## src/design/grq_pkg.sv

```systemverilog
// Shared widths, codes and reset values for the graph reachability query unit.
// Depends on nothing; used by graph_reachability_query_unit.
package grq_pkg;

   // Field widths of the request and response words
   localparam int ROW_W     = 16;  // adjacency row, one bit per destination vertex
   localparam int IDX_W     = 4;   // vertex index
   localparam int CNT_W     = 5;   // vertex count and walk length
   localparam int REQ_DATA_W = 32; // row_index, row_bits, source, dest, zero fill
   localparam int RSP_DATA_W = 8;  // connected, walk_length, zero fill

   // Default store depth
   localparam int MAX_VERTICES_DEF = 16;

   // Reset value of the vertex count register
   localparam logic [CNT_W-1:0] VC_RESET = 5'd16;

   // Request kinds carried on tuser
   localparam logic ACT_LOAD  = 1'b0;
   localparam logic ACT_QUERY = 1'b1;

endpackage

```

## src/design/graph_reachability_query_unit.sv

```systemverilog
// Graph reachability query unit: adjacency row store and Boolean row-power sequencer.
// Depends on grq_pkg for widths, request kinds and reset values.
//
// A row load is written as it is accepted. A query first reads the source row, then runs
// steps until the destination is reached or the walk length reaches n, the vertex count in use
// (the length reported runs 1..n, and is 1 when n is 0). Each further step reads m = min(n,16)
// rows through the single read port, then folds in the last row and checks again.
// The unit takes no new word while a query is in progress; a stalled response holds it.
// Reset (synchronous, active high) clears control, the reach vector and the count (to 16).
module graph_reachability_query_unit #(
   parameter int MAX_VERTICES = grq_pkg::MAX_VERTICES_DEF
) (
   input  logic                           clock,
   input  logic                           reset,
   // request channel
   input  logic                           req_tvalid,
   output logic                           req_tready,
   // req_tdata: row_index[3:0], row_bits[19:4], source_vertex[23:20],
   //            dest_vertex[27:24], zero[31:28]
   input  logic [grq_pkg::REQ_DATA_W-1:0] req_tdata,
   // req_tuser: action[0]
   input  logic                           req_tuser,
   // response channel
   output logic                           rsp_tvalid,
   input  logic                           rsp_tready,
   // rsp_tdata: connected[0], walk_length[5:1], zero[7:6]
   output logic [grq_pkg::RSP_DATA_W-1:0] rsp_tdata,
   // configuration: vertex_count
   input  logic                           csr_we,
   input  logic [grq_pkg::CNT_W-1:0]      csr_wdata
);

   localparam int ROW_W = grq_pkg::ROW_W;
   localparam int IDX_W = grq_pkg::IDX_W;
   localparam int CNT_W = grq_pkg::CNT_W;
   localparam int AW    = $clog2(MAX_VERTICES);

   // sequencer states
   localparam logic [2:0] S_IDLE   = 3'd0; // take a word
   localparam logic [2:0] S_FIRST  = 3'd1; // issue read of the source row
   localparam logic [2:0] S_FIRSTW = 3'd2; // source row returns
   localparam logic [2:0] S_CHECK  = 3'd3; // test destination bit and step bound
   localparam logic [2:0] S_SCAN   = 3'd4; // read rows 0..m-1, OR in the selected ones
   localparam logic [2:0] S_DRAIN  = 3'd5; // fold in the last row, close the step

   // unpack the request word
   logic [IDX_W-1:0] req_row_index;
   logic [ROW_W-1:0] req_row_bits;
   logic [IDX_W-1:0] req_source;
   logic [IDX_W-1:0] req_dest;

   assign req_row_index = req_tdata[IDX_W-1:0];
   assign req_row_bits  = req_tdata[IDX_W+ROW_W-1:IDX_W];
   assign req_source    = req_tdata[2*IDX_W+ROW_W-1:IDX_W+ROW_W];
   assign req_dest      = req_tdata[3*IDX_W+ROW_W-1:2*IDX_W+ROW_W];

   // registers
   logic [2:0]       state_ff,   state_in;
   logic [CNT_W-1:0] vc_ff,      vc_in;
   logic [IDX_W-1:0] src_ff,     src_in;
   logic [IDX_W-1:0] dst_ff,     dst_in;
   logic             src_ok_ff,  src_ok_in;
   logic [CNT_W-1:0] n_ff,       n_in;
   logic [CNT_W-1:0] m_ff,       m_in;
   logic [ROW_W-1:0] mask_ff,    mask_in;
   logic [ROW_W-1:0] reach_ff,   reach_in;
   logic [ROW_W-1:0] next_ff,    next_in;
   logic [CNT_W-1:0] steps_ff,   steps_in;
   logic [CNT_W-1:0] k_ff,       k_in;
   logic             rd_pend_ff, rd_pend_in;
   logic             rd_sel_ff,  rd_sel_in;
   logic [ROW_W-1:0] rd_data_ff;
   logic             rsp_valid_ff, rsp_valid_in;
   logic             rsp_conn_ff,  rsp_conn_in;
   logic [CNT_W-1:0] rsp_len_ff,   rsp_len_in;

   // memory control
   logic [ROW_W-1:0] adj_mem [MAX_VERTICES];
   logic             mem_we;
   logic [AW-1:0]    wr_addr;
   logic             rd_en;
   logic [AW-1:0]    rd_addr;

   // working values
   logic             req_take;
   logic [CNT_W-1:0] n_cfg;
   logic [CNT_W-1:0] m_cfg;
   logic [ROW_W-1:0] mask_cfg;
   logic [ROW_W-1:0] acc;
   logic             finish;
   logic             rsp_free;

   assign req_tready = (state_ff == S_IDLE);
   assign req_take   = req_tvalid && req_tready;
   assign rsp_tvalid = rsp_valid_ff;
   assign rsp_tdata  = {{(grq_pkg::RSP_DATA_W-CNT_W-1){1'b0}}, rsp_len_ff, rsp_conn_ff};
   assign rsp_free   = !rsp_valid_ff || rsp_tready;

   // vertex count in use saturates at the store depth; the scan never passes the row width
   always_comb begin
      if (int'(vc_ff) > MAX_VERTICES) begin
         n_cfg = CNT_W'(MAX_VERTICES);
      end else begin
         n_cfg = vc_ff;
      end
      if (int'(n_cfg) > ROW_W) begin
         m_cfg = CNT_W'(ROW_W);
      end else begin
         m_cfg = n_cfg;
      end
      for (int j = 0; j < ROW_W; j++) begin
         mask_cfg[j] = (j < int'(n_cfg));
      end
   end

   // OR in the row that returned, if its bit was set in the reach vector
   assign acc    = next_ff | ((rd_pend_ff && rd_sel_ff) ? rd_data_ff : '0);
   // stop once the destination is reached or the walk is as long as the count
   assign finish = reach_ff[dst_ff] || (steps_ff >= n_ff);

   always_comb begin
      state_in     = state_ff;
      vc_in        = vc_ff;
      src_in       = src_ff;
      dst_in       = dst_ff;
      src_ok_in    = src_ok_ff;
      n_in         = n_ff;
      m_in         = m_ff;
      mask_in      = mask_ff;
      reach_in     = reach_ff;
      next_in      = acc;
      steps_in     = steps_ff;
      k_in         = k_ff;
      rd_pend_in   = 1'b0;
      rd_sel_in    = rd_sel_ff;
      rsp_valid_in = rsp_valid_ff && !rsp_tready;
      rsp_conn_in  = rsp_conn_ff;
      rsp_len_in   = rsp_len_ff;
      mem_we       = 1'b0;
      wr_addr      = AW'(req_row_index);
      rd_en        = 1'b0;
      rd_addr      = '0;

      if (csr_we) begin
         vc_in = csr_wdata;
      end

      case (state_ff)
         S_IDLE: begin
            if (req_take) begin
               if (req_tuser == grq_pkg::ACT_LOAD) begin
                  // drop loads beyond the store
                  mem_we = (int'(req_row_index) < MAX_VERTICES);
               end else begin
                  src_in    = req_source;
                  dst_in    = req_dest;
                  src_ok_in = (int'(req_source) < int'(n_cfg));
                  n_in      = n_cfg;
                  m_in      = m_cfg;
                  mask_in   = mask_cfg;
                  state_in  = S_FIRST;
               end
            end
         end
         S_FIRST: begin
            rd_en    = 1'b1;
            rd_addr  = AW'(src_ff);
            state_in = S_FIRSTW;
         end
         S_FIRSTW: begin
            reach_in = src_ok_ff ? (rd_data_ff & mask_ff) : '0;
            steps_in = CNT_W'(1);
            state_in = S_CHECK;
         end
         S_CHECK: begin
            if (finish) begin
               // hold here until the output register is free
               if (rsp_free) begin
                  rsp_valid_in = 1'b1;
                  rsp_conn_in  = reach_ff[dst_ff];
                  rsp_len_in   = steps_ff;
                  state_in     = S_IDLE;
               end
            end else begin
               next_in  = '0;
               k_in     = '0;
               state_in = S_SCAN;
            end
         end
         S_SCAN: begin
            rd_en      = 1'b1;
            rd_addr    = AW'(k_ff);
            rd_pend_in = 1'b1;
            rd_sel_in  = reach_ff[k_ff[IDX_W-1:0]];
            k_in       = k_ff + CNT_W'(1);
            if (k_ff == m_ff - CNT_W'(1)) begin
               state_in = S_DRAIN;
            end
         end
         S_DRAIN: begin
            reach_in = acc & mask_ff;
            steps_in = steps_ff + CNT_W'(1);
            state_in = S_CHECK;
         end
         default: begin
            state_in = S_IDLE;
         end
      endcase
   end

   // adjacency row memory, one write and one registered read a cycle
   always_ff @(posedge clock) begin
      if (mem_we) begin
         adj_mem[wr_addr] <= req_row_bits;
      end
      if (rd_en) begin
         rd_data_ff <= adj_mem[rd_addr];
      end
   end

   // control state
   always_ff @(posedge clock) begin
      if (reset) begin
         state_ff     <= S_IDLE;
         vc_ff        <= grq_pkg::VC_RESET;
         reach_ff     <= '0;
         rd_pend_ff   <= 1'b0;
         rsp_valid_ff <= 1'b0;
      end else begin
         state_ff     <= state_in;
         vc_ff        <= vc_in;
         reach_ff     <= reach_in;
         rd_pend_ff   <= rd_pend_in;
         rsp_valid_ff <= rsp_valid_in;
      end
   end

   // payload
   always_ff @(posedge clock) begin
      src_ff      <= src_in;
      dst_ff      <= dst_in;
      src_ok_ff   <= src_ok_in;
      n_ff        <= n_in;
      m_ff        <= m_in;
      mask_ff     <= mask_in;
      next_ff     <= next_in;
      steps_ff    <= steps_in;
      k_ff        <= k_in;
      rd_sel_ff   <= rd_sel_in;
      rsp_conn_ff <= rsp_conn_in;
      rsp_len_ff  <= rsp_len_in;
   end

   // no read may still be in flight when a new word is taken
   a_idle_no_read: assert property (@(posedge clock) disable iff (reset)
      req_tready |-> !rd_pend_ff)
      else $error("read pending while idle");

   // the scan stays within the rows in use
   a_scan_bound: assert property (@(posedge clock) disable iff (reset)
      (state_ff == S_SCAN) |-> (k_ff < m_ff))
      else $error("row scan past vertex count");

   // a finished query lands in the output register and frees the unit
   a_finish_out: assert property (@(posedge clock) disable iff (reset)
      (state_ff == S_CHECK && finish && rsp_free) |=> (rsp_valid_ff && state_ff == S_IDLE))
      else $error("finished query not delivered");

   // the walk never grows past a nonzero vertex count
   a_step_bound: assert property (@(posedge clock) disable iff (reset)
      (state_ff == S_CHECK && n_ff != '0) |-> (steps_ff <= n_ff))
      else $error("walk length beyond vertex count");

   // the last row of a scan is always still to be folded in
   a_drain_pending: assert property (@(posedge clock) disable iff (reset)
      (state_ff == S_DRAIN) |-> rd_pend_ff)
      else $error("drain without returning row");

endmodule

```

## config.mk

```make
export PLATFORM = sky130hd
export DESIGN_NAME = graph_reachability_query_unit
export DESIGN_NICKNAME = d
export VERILOG_FILES = /design/src/design/grq_pkg.sv /design/src/design/graph_reachability_query_unit.sv
export SDC_FILE = /design/constraint.sdc
export NUM_CORES = 1
export LEC_CHECK = 0
export ABC_AREA = 1
export ABC_CLOCK_PERIOD_IN_PS = 12200
export CORE_MARGIN = 4
export CORE_UTILIZATION = 45
export DETAILED_ROUTE_END_ITERATION = 6
export DONT_BUFFER_PORTS = 1
export PLACE_DENSITY = 0.6
export SYNTH_ARGS = -nofsm -noshare
export SYNTH_HDL_FRONTEND = slang
export SYNTH_SLANG_ARGS = --single-unit
```

## constraint.sdc

```tcl
create_clock -name clock -period 12.2 [get_ports clock]
set_clock_uncertainty 0.05 [all_clocks]
set_input_delay 1.22 -clock clock [delete_from_list [all_inputs] [get_ports clock]]
set_output_delay 1.22 -clock clock [all_outputs]
set_load 0.02 [all_outputs]
```

==> run summary, run 1 <==
antenna cells: 0
final setup TNS: 0 ns
CTS Buffer Depth: 3
CP Cell Sequence: nand3_2 > inv_2 > nand2_1 > nand2_4 > buf_4 > nand2_1 > o211ai_1 > nand3_1 > nand3_1 > nand2_1
Net Sw Power: 0.690 mW
CTS tree: yes
Cell Count, Final, Fillers Out: 1,867
Pre-Repair DR Iteration Count: 5
Leak: 6.42 nW
Iter 0 DRT Violations: 743
part of the power in registers: 50.5%
Yosys reg bits: 365
global-route wire length before repair: 54,100 um
Max IR drop VDD: 128 uV
Detail Route Antenna Nets: 0
ys async rst share: 0%
routed wl met2: 17,400 um
Setup CP Type: flip-flop to flip-flop
DRC: 0
xor/xnor share of the synthesized area: 0.225%
vias per inst: 5.23
CP peak stage delay: 0.82 ns
Crit path max-delay family: simple AND/OR/NAND/NOR gates
vias in the first global route: 9,116
worst skew pair latency: 0.54 ns
CTS Buf Count: 39
Crit-path slowest cell: buf_4
fraction of layout cells with a size suffix above 1: 7.33%
critical path endpoint category: flip-flop
Wirelength per Cell: 19.0 um
hpwl dp: 21,200 um
number of hold buffers added after cts: 0
setup bufs post-CTS: 0
Cells after Synth: 1,395
Resize count post-CTS: 0
Worst Path Required: 12.41 ns
Core Area: 0.0338 mm2
Detailed Route WL: 35,500 um
Starting Density: 46.0%
Setup-failing EPs final: 0
Peak Freq: 285 MHz
Synth Cell Area: 0.0155 mm2
Area Growth Syn to Fin: 10.8%
clock transition at the registers of the reported paths: 0.06 ns
fin crit share: 28.8%
Int Power: 2.16 mW
root buf cell: clkbuf_16
min Tclk post-route: 3.51 ns
Total GRT Usage: 18.5%
switching share of total power: 24.2%
crit start category: flip-flop
initial antenna violation count: 0
die extent in y: 194 um
GRT Residual Overflow: 0
Comb pwr share: 9.5%
CP Max Fanout: 103
proportion of synthesized area in mux cells: 0%
Synthesis Warnings: 0
clock tree sinks: 365
max_slew headroom: 26.7%
Hold Path Class: flip-flop to flip-flop
Worst Tran Pin Value: 1.10 ns
I/O Pins: 53
Cell Count Post-Placement: 1,797
placer congestion estimate: 0.889
total number of vias: 9,762
fin nets: 1,444
ys flop type: edfxtp_1
wire length on met1: 15,400 um
Compound-Gate Fraction of Synth Area: 10.9%
largest net degree at the start of global routing: 104
status: complete, no violations
Buf+Inv Stages, Crit Path: 2
Detail Route met3 WL: 2040 um
Max Cap Viol: 0
EDFF count, synth: 323
Site Rows: 67
cell repeated most along the worst path: nand2_1
clock share of power: 40.0%
Mapped Avg Cell Area: 11.1 um2
simple logic cell fraction of the synthesized area: 11.8%
post-synth cell types: 35
main combinational cell family by area after synthesis: simple AND/OR/NAND/NOR gates
Seq/Total Area, Yosys: 67.8%
pwr dens: 165 mW/mm2
Adder-Cell Fraction of Synth Area: 0.885%
DR top layer: met4
Slew Limit Fails: 0
DIE AREA: 0.0376 mm2
H-tree depth: 2
RSZ-0062 raised after global routing: false
final hold vios: 0
number of port buffers: 0
Chip Width: 194 um
CP arrival: 3.72 ns
-- path summary, 6_finish.rpt --
path / start / to / slack, ns / depth (start not counted)
max reg2reg: state_ff[2]$_SDFFE_PP0P_ / rd_data_ff[12]$_DFFE_PN_ / 8.69 / 10
min reg2reg: steps_ff[4]$_SDFFCE_PN0P_ / rsp_len_ff[4]$_DFFE_PP_ / 0.46 / 0
min: steps_ff[4]$_SDFFCE_PN0P_ / rsp_len_ff[4]$_DFFE_PP_ / 0.46 / 0
max: state_ff[2]$_SDFFE_PP0P_ / rd_data_ff[12]$_DFFE_PN_ / 8.69 / 10
-- layer usage --
metal	track usage, %	vias to the layer above
met5	0	-
met4	4.43	0
met1	24.2	4677
met2	31.9	226
li1	-	4807
met3	3.79	52
-- cell usage after synthesis (all sizes together), types with 2 or more instances --
master / n / share of area, %
nor2: 72 / 1.8
o211ai: 129 / 6.2
clkbuf: 21 / 0.51
edfxtp: 323 / 62
o21bai: 12 / 0.58
nand3: 131 / 4.2
or2: 3 / 0.12
xnor2: 2 / 0.11
a31oi: 3 / 0.12
o21ai: 58 / 1.9
ha: 11 / 0.89
nand2: 217 / 5.3
xor2: 2 / 0.11
inv: 249 / 6.0
nand4: 6 / 0.24
a21oi: 51 / 1.6
nor3: 4 / 0.13
o22ai: 3 / 0.29
buf: 49 / 1.8
dfxtp: 42 / 5.4
-- per-stage QoR --
| step | worst slack, ns | util (%) | hold WS (ns) | cell area, um2 | total power [mW] |
|---|---|---|---|---|---|
| final | 8.69 | 51.0 | 0.457 | 17200 | 2.85 |
| after global routing | 8.33 | 51.0 | 0.473 | 17200 | 2.97 |
| after CTS | 8.73 | 51.0 | 0.473 | 17200 | 2.87 |
| after detailed placement | 8.73 | 47.3 | 0.454 | 16000 | 1.73 |
| after global placement | 8.78 | 47.3 | 0.446 | 16000 | 1.73 |
| after floorplan | 7.11 | - | 0.404 | 15500 | 1.66 |
-- kinds of logic (layout without fill, tap and decap cells) --
kind of cell | after synthesis | after routing
AND/OR/NAND/NOR | 434 | 434
flip-flops | 365 | 365
buffers and inverters | 320 | 343
AO/OA/AOI/OAI | 260 | 260
adder cells (fa/ha/maj) | 11 | 11
XOR/XNOR | 4 | 4
other | 1 | 2
-- flip-flops by register name (all words and copies together) (netlist names), 15 cells and up --
| name | count |
|---|---|
| next_ff | 16 |
| reach_ff | 16 |
| mask_ff | 15 |
| adj_mem | 256 |
| rd_data_ff | 16 |
-- cells in the final DEF, fill, tap and decap left out, types with 2 or more instances in the layout --
master	Yosys	routed
xor2_1	2	2
nand4_1	6	6
clkbuf_8	0	2
bufinv_16	0	2
a21oi_1	51	51
o21ai_0	57	57
clkbuf_1	21	8
conb_1	1	2
clkinv_1	1	14
nand3_1	130	130
nand2_1	216	215
dfxtp_1	42	42
inv_16	0	2
buf_4	12	23
nor3_1	4	4
clkinv_2	0	3
a31oi_1	3	3
or2_2	3	3
nor2_1	71	55
inv_1	245	244
o211ai_1	129	129
nor2_2	0	16
o21bai_1	12	12
inv_2	4	4
edfxtp_1	323	323
ha_1	11	11
o22ai_4	1	2
clkbuf_16	0	40
xnor2_1	2	2
-- power by group through the flow --
stage | clock, mW | sequential (mW) | combinational, mW
after floorplan | 0 | 1.46 | 0.206
after global placement | 0 | 1.46 | 0.266
after CTS | 1.16 | 1.44 | 0.271
after detailed placement | 0 | 1.46 | 0.270
final | 1.14 | 1.44 | 0.270
after global routing | 1.22 | 1.44 | 0.307
-- worst reg2reg max path: stages, from the launching register on --
cell      delay (ns)
dfxtp_1         0.50
nand3_2         0.33
inv_2           0.19
nand2_1         0.10
nand2_4         0.50
buf_4           0.85
nand2_1         0.21
o211ai_1        0.14
nand3_1         0.11
nand3_1         0.11
nand2_1         0.14
-- layout make-up --
class	instances	area (um2)
well taps	448	561
clock inverters	20	169
inverters	250	938
flip-flops and latches	365	10500
clock buffers	50	1060
repair buffers	23	173
fillers	2978	16600
multi-input cells	711	3780
Note: power is estimated with default switching activity, not from simulation.
==> run 2: changes to the inputs <==
--- a/config.mk
+++ b/config.mk
@@ -5,8 +5,8 @@
 export SDC_FILE = /design/constraint.sdc
 export NUM_CORES = 1
 export LEC_CHECK = 0
-export ABC_AREA = 1
-export ABC_CLOCK_PERIOD_IN_PS = 12200
+export ABC_AREA = 0
+export ABC_CLOCK_PERIOD_IN_PS = 3350
 export CORE_MARGIN = 4
 export CORE_UTILIZATION = 45
 export DETAILED_ROUTE_END_ITERATION = 6
==> constraint.sdc (replaced) <==
create_clock -name clock -period 3.35 [get_ports clock]
set_clock_uncertainty 0.05 [all_clocks]
set_input_delay 0.335 -clock clock [delete_from_list [all_inputs] [get_ports clock]]
set_output_delay 0.335 -clock clock [all_outputs]
set_load 0.02 [all_outputs]
==> run summary, run 2 <==
proportion of synthesized area in mux cells: 12.0% (+12 points)
pwr dens: 582 mW/mm2 (+250%)
Synthesis Warnings: 0 (unchanged)
fin nets: 945 (-35%)
Chip Width: 187 um (-3.5%)
simple logic cell fraction of the synthesized area: 5.80% (-6.0 points)
GRT Residual Overflow: 0 (unchanged)
main combinational cell family by area after synthesis: multiplexers
commonest non-fill, non-tap cell in the layout: edfxtp_1
Slew Limit Fails: 0 (unchanged)
Leak: 5.59 nW (-13%)
clock tree sinks: 365 (unchanged)
Total GRT Usage: 17.4% (-1.1 points)
Synth top cells by count: 323 x edfxtp_1, 72 x mux4_2, 50 x nor2_1
Area Growth Syn to Fin: 16.5%
Iter 0 DRT Violations: 440 (-41%)
Starting Density: 45.7% (-0.33 points)
Synth Cell Area: 0.0144 mm2 (-7.3%)
clock share of power: 41.8% (+1.8 points)
most frequent cell after synthesis: edfxtp_1
Max Cap Viol: 0 (unchanged)
Core Area: 0.0316 mm2 (-6.6%)
initial antenna violation count: 2 (+2)
max reg flops: 256 (unchanged)
Peak Freq: 347 MHz (+22%)
top cell type's share of synthesized area: 67.3% (+4.9 points)
hpwl dp: 17,900 um (-15%)
CTS tree: yes
Cell Count Post-Placement: 1,218 (-32%)
Int Power: 7.71 mW (+260%)
Hold Path Class: input port to flip-flop
worst skew pair latency: 0.54 ns (about the same)
Top reg by flops: adj_mem
part of the power in registers: 52.3% (+1.8 points)
Cells after Synth: 817 (-41%)
max_slew headroom: 34.7% (+8.0 points)
Yosys reg bits: 365 (unchanged)
ys flop type: edfxtp_1
CTS Buffer Depth: 3 (unchanged)
placer congestion estimate: 0.792 (-11%)
H-tree depth: 2 (unchanged)
post-synth cell types: 51 (+46%)
status: complete, no violations
Pre-Repair DR Iteration Count: 5 (unchanged)
clock transition at the registers of the reported paths: 0.06 ns (about the same)
Wirelength per Cell: 22.7 um (+20%)
fraction of layout cells with a size suffix above 1: 20.6% (+13 points)
ys async rst share: 0% (unchanged)
cell accounting for the most synthesized area: edfxtp_1
Max IR drop VDD: 477 uV (+270%)
DIE AREA: 0.0350 mm2 (-7.0%)
ranking of synthesized cells by area: edfxtp_1 67%, mux4_2 11%, dfxtp_1 5.8%, a22oi_1 1.7%, a21oi_1 1.4%
CP arrival: 3.08 ns (-0.64 ns)
setup bufs post-CTS: 0 (unchanged)
fin crit share: 86.0% (+57 points)
Compound-Gate Fraction of Synth Area: 5.54% (-5.4 points)
Setup CP Type: flip-flop to flip-flop
vias in the first global route: 7,874 (-14%)
Worst Path Required: 3.54 ns (-8.87 ns)
largest net degree at the start of global routing: 35 (-66%)
CTS Buf Count: 38 (-2.6%)
I/O Pins: 53 (unchanged)
vias per inst: 5.63 (+7.7%)
Worst Tran Pin Value: 0.976 ns (-0.122 ns)
Cell Count, Final, Fillers Out: 1,324 (-29%)
Mapped Avg Cell Area: 17.6 um2 (+58%)
EDFF count, synth: 323 (unchanged)
CP Max Fanout: 16 (-84%)
min Tclk post-route: 2.88 ns (-0.630 ns)
critical path endpoint category: flip-flop
Detail Route Antenna Nets: 0 (unchanged)
Net Sw Power: 2.06 mW (+200%)
worst hold path startpoint: rsp_tready
root buf cell: clkbuf_16
total number of vias: 7,453 (-24%)
worst setup path start: state_ff[2]$_SDFFE_PP0P_
xor/xnor share of the synthesized area: 0.729% (+0.50 points)
die extent in y: 187 um (-3.5%)
crit start category: flip-flop
most frequent cells in the layout: 323 x edfxtp_1, 72 x mux4_2, 44 x nor2_1
Detailed Route WL: 30,100 um (-15%)
dpl ws: 0.492 ns (-8.24 ns)
RSZ-0062 raised after global routing: false
number of port buffers: 0 (unchanged)
Adder-Cell Fraction of Synth Area: 0.955% (+0.069 points)
reg2reg start: state_ff[2]$_SDFFE_PP0P_
Site Rows: 65 (-3.0%)
Power, Total: 9.77 mW (+240%)
DRC: 0 (unchanged)
final hold vios: 0 (unchanged)
global-route wire length before repair: 46,700 um (-14%)
final setup TNS: 0 ns (unchanged)
Setup-failing EPs final: 0 (unchanged)
final setup margin: 0.468 ns (-8.22 ns)
Seq/Total Area, Yosys: 73.1% (+5.3 points)
switching share of total power: 21.1% (-3.1 points)
Resize count post-CTS: 0 (unchanged)
Comb pwr share: 5.9% (-3.6 points)
-- run 2: cell count changes in the layout (fill, tap and decap cells not counted), moves of 11 or more --
cell           delta
nand3_1         -109
mux4_2           +72
o211ai_1        -129
a22oi_1          +33
nand2_1         -173
a21oi_1          -12
dlygate4sd3_1    +35
buf_4            +12
o21ai_0          -54
a22o_1           +16
inv_1           -228
nor2_1           -11
nand2b_1         +17
-- run 2: metal layers --
metal  part of all wire [%]  vias to the layer above  global-route usage (%)
met5                  0.043                        -                       0
met4                    2.5                        2                    4.95
met3                    4.8                       57                    3.38
met2                     53                      183                    31.6
met1                     39                     3817                    21.3
li1                       -                     3394                       -
-- run 2: worst max-delay path: stages (launching register included) --
cell	delay, ns
dfxtp_1	0.64
nor4bb_1	0.17
a31oi_4	0.56
buf_12	0.25
mux4_2	0.50
a22oi_1	0.26
nand2_1	0.15
-- run 2: metrics by stage --
step	util, %	area [um2]	hold WS, ns
after floorplan	-	14400	0.384
after global placement	48.2	15200	0.361
after detailed placement	48.2	15200	0.361
after CTS	53.2	16800	0.0552
after global routing	53.2	16800	0.0896
final	53.2	16800	0.0760
-- run 2: worst paths after layout --
kind,to,slack [ns],cells after the start
worst max-delay path,rd_data_ff[3]$_DFFE_PN_,0.47,6
worst min-delay path,rsp_tvalid$_SDFF_PP0_,0.08,2
worst max register to register,rd_data_ff[3]$_DFFE_PN_,0.47,6
worst min register to register,reach_ff[9]$_SDFFE_PP0P_,0.42,2
-- run 2: cell families (layout without fill, tap and decap cells) --
kind of cell,count (synthesis),count (layout)
xor+xnor,12,12
fa+ha+maj,11,11
buf+inv,61,164
mux,81,81
simple gates,171,171
flops,365,365
compound gates,115,115
other cells,1,3
-- run 2: area by class of cell --
| class | count | area, um2 |
|---|---|---|
| Antenna cell | 1 | 2.50 |
| Multi-Input combinational cell | 392 | 3710 |
| Clock inverter | 22 | 201 |
| Sequential cell | 365 | 10500 |
| Fill cell | 2454 | 14800 |
| Tap cell | 402 | 503 |
| Timing Repair Buffer | 77 | 753 |
| Clock buffer | 48 | 1020 |
| Inverter | 17 | 63.8 |
-- run 2: what timing repair did --
item | 4_1_cts | 5_1_grt
endpoints found under the setup margin | 0 | 0
hold buffers | 35 | 0
hold endpoints to repair | 288 | 0
-- run 2: power by group through the flow --
stage	sequential, mW	combinational (mW)	clock (mW)
after floorplan	5.18	0.355	0
after global placement	5.20	0.493	0
after detailed placement	5.21	0.505	0
after CTS	5.11	0.583	4.19
after global routing	5.12	0.634	4.40
final	5.11	0.576	4.09
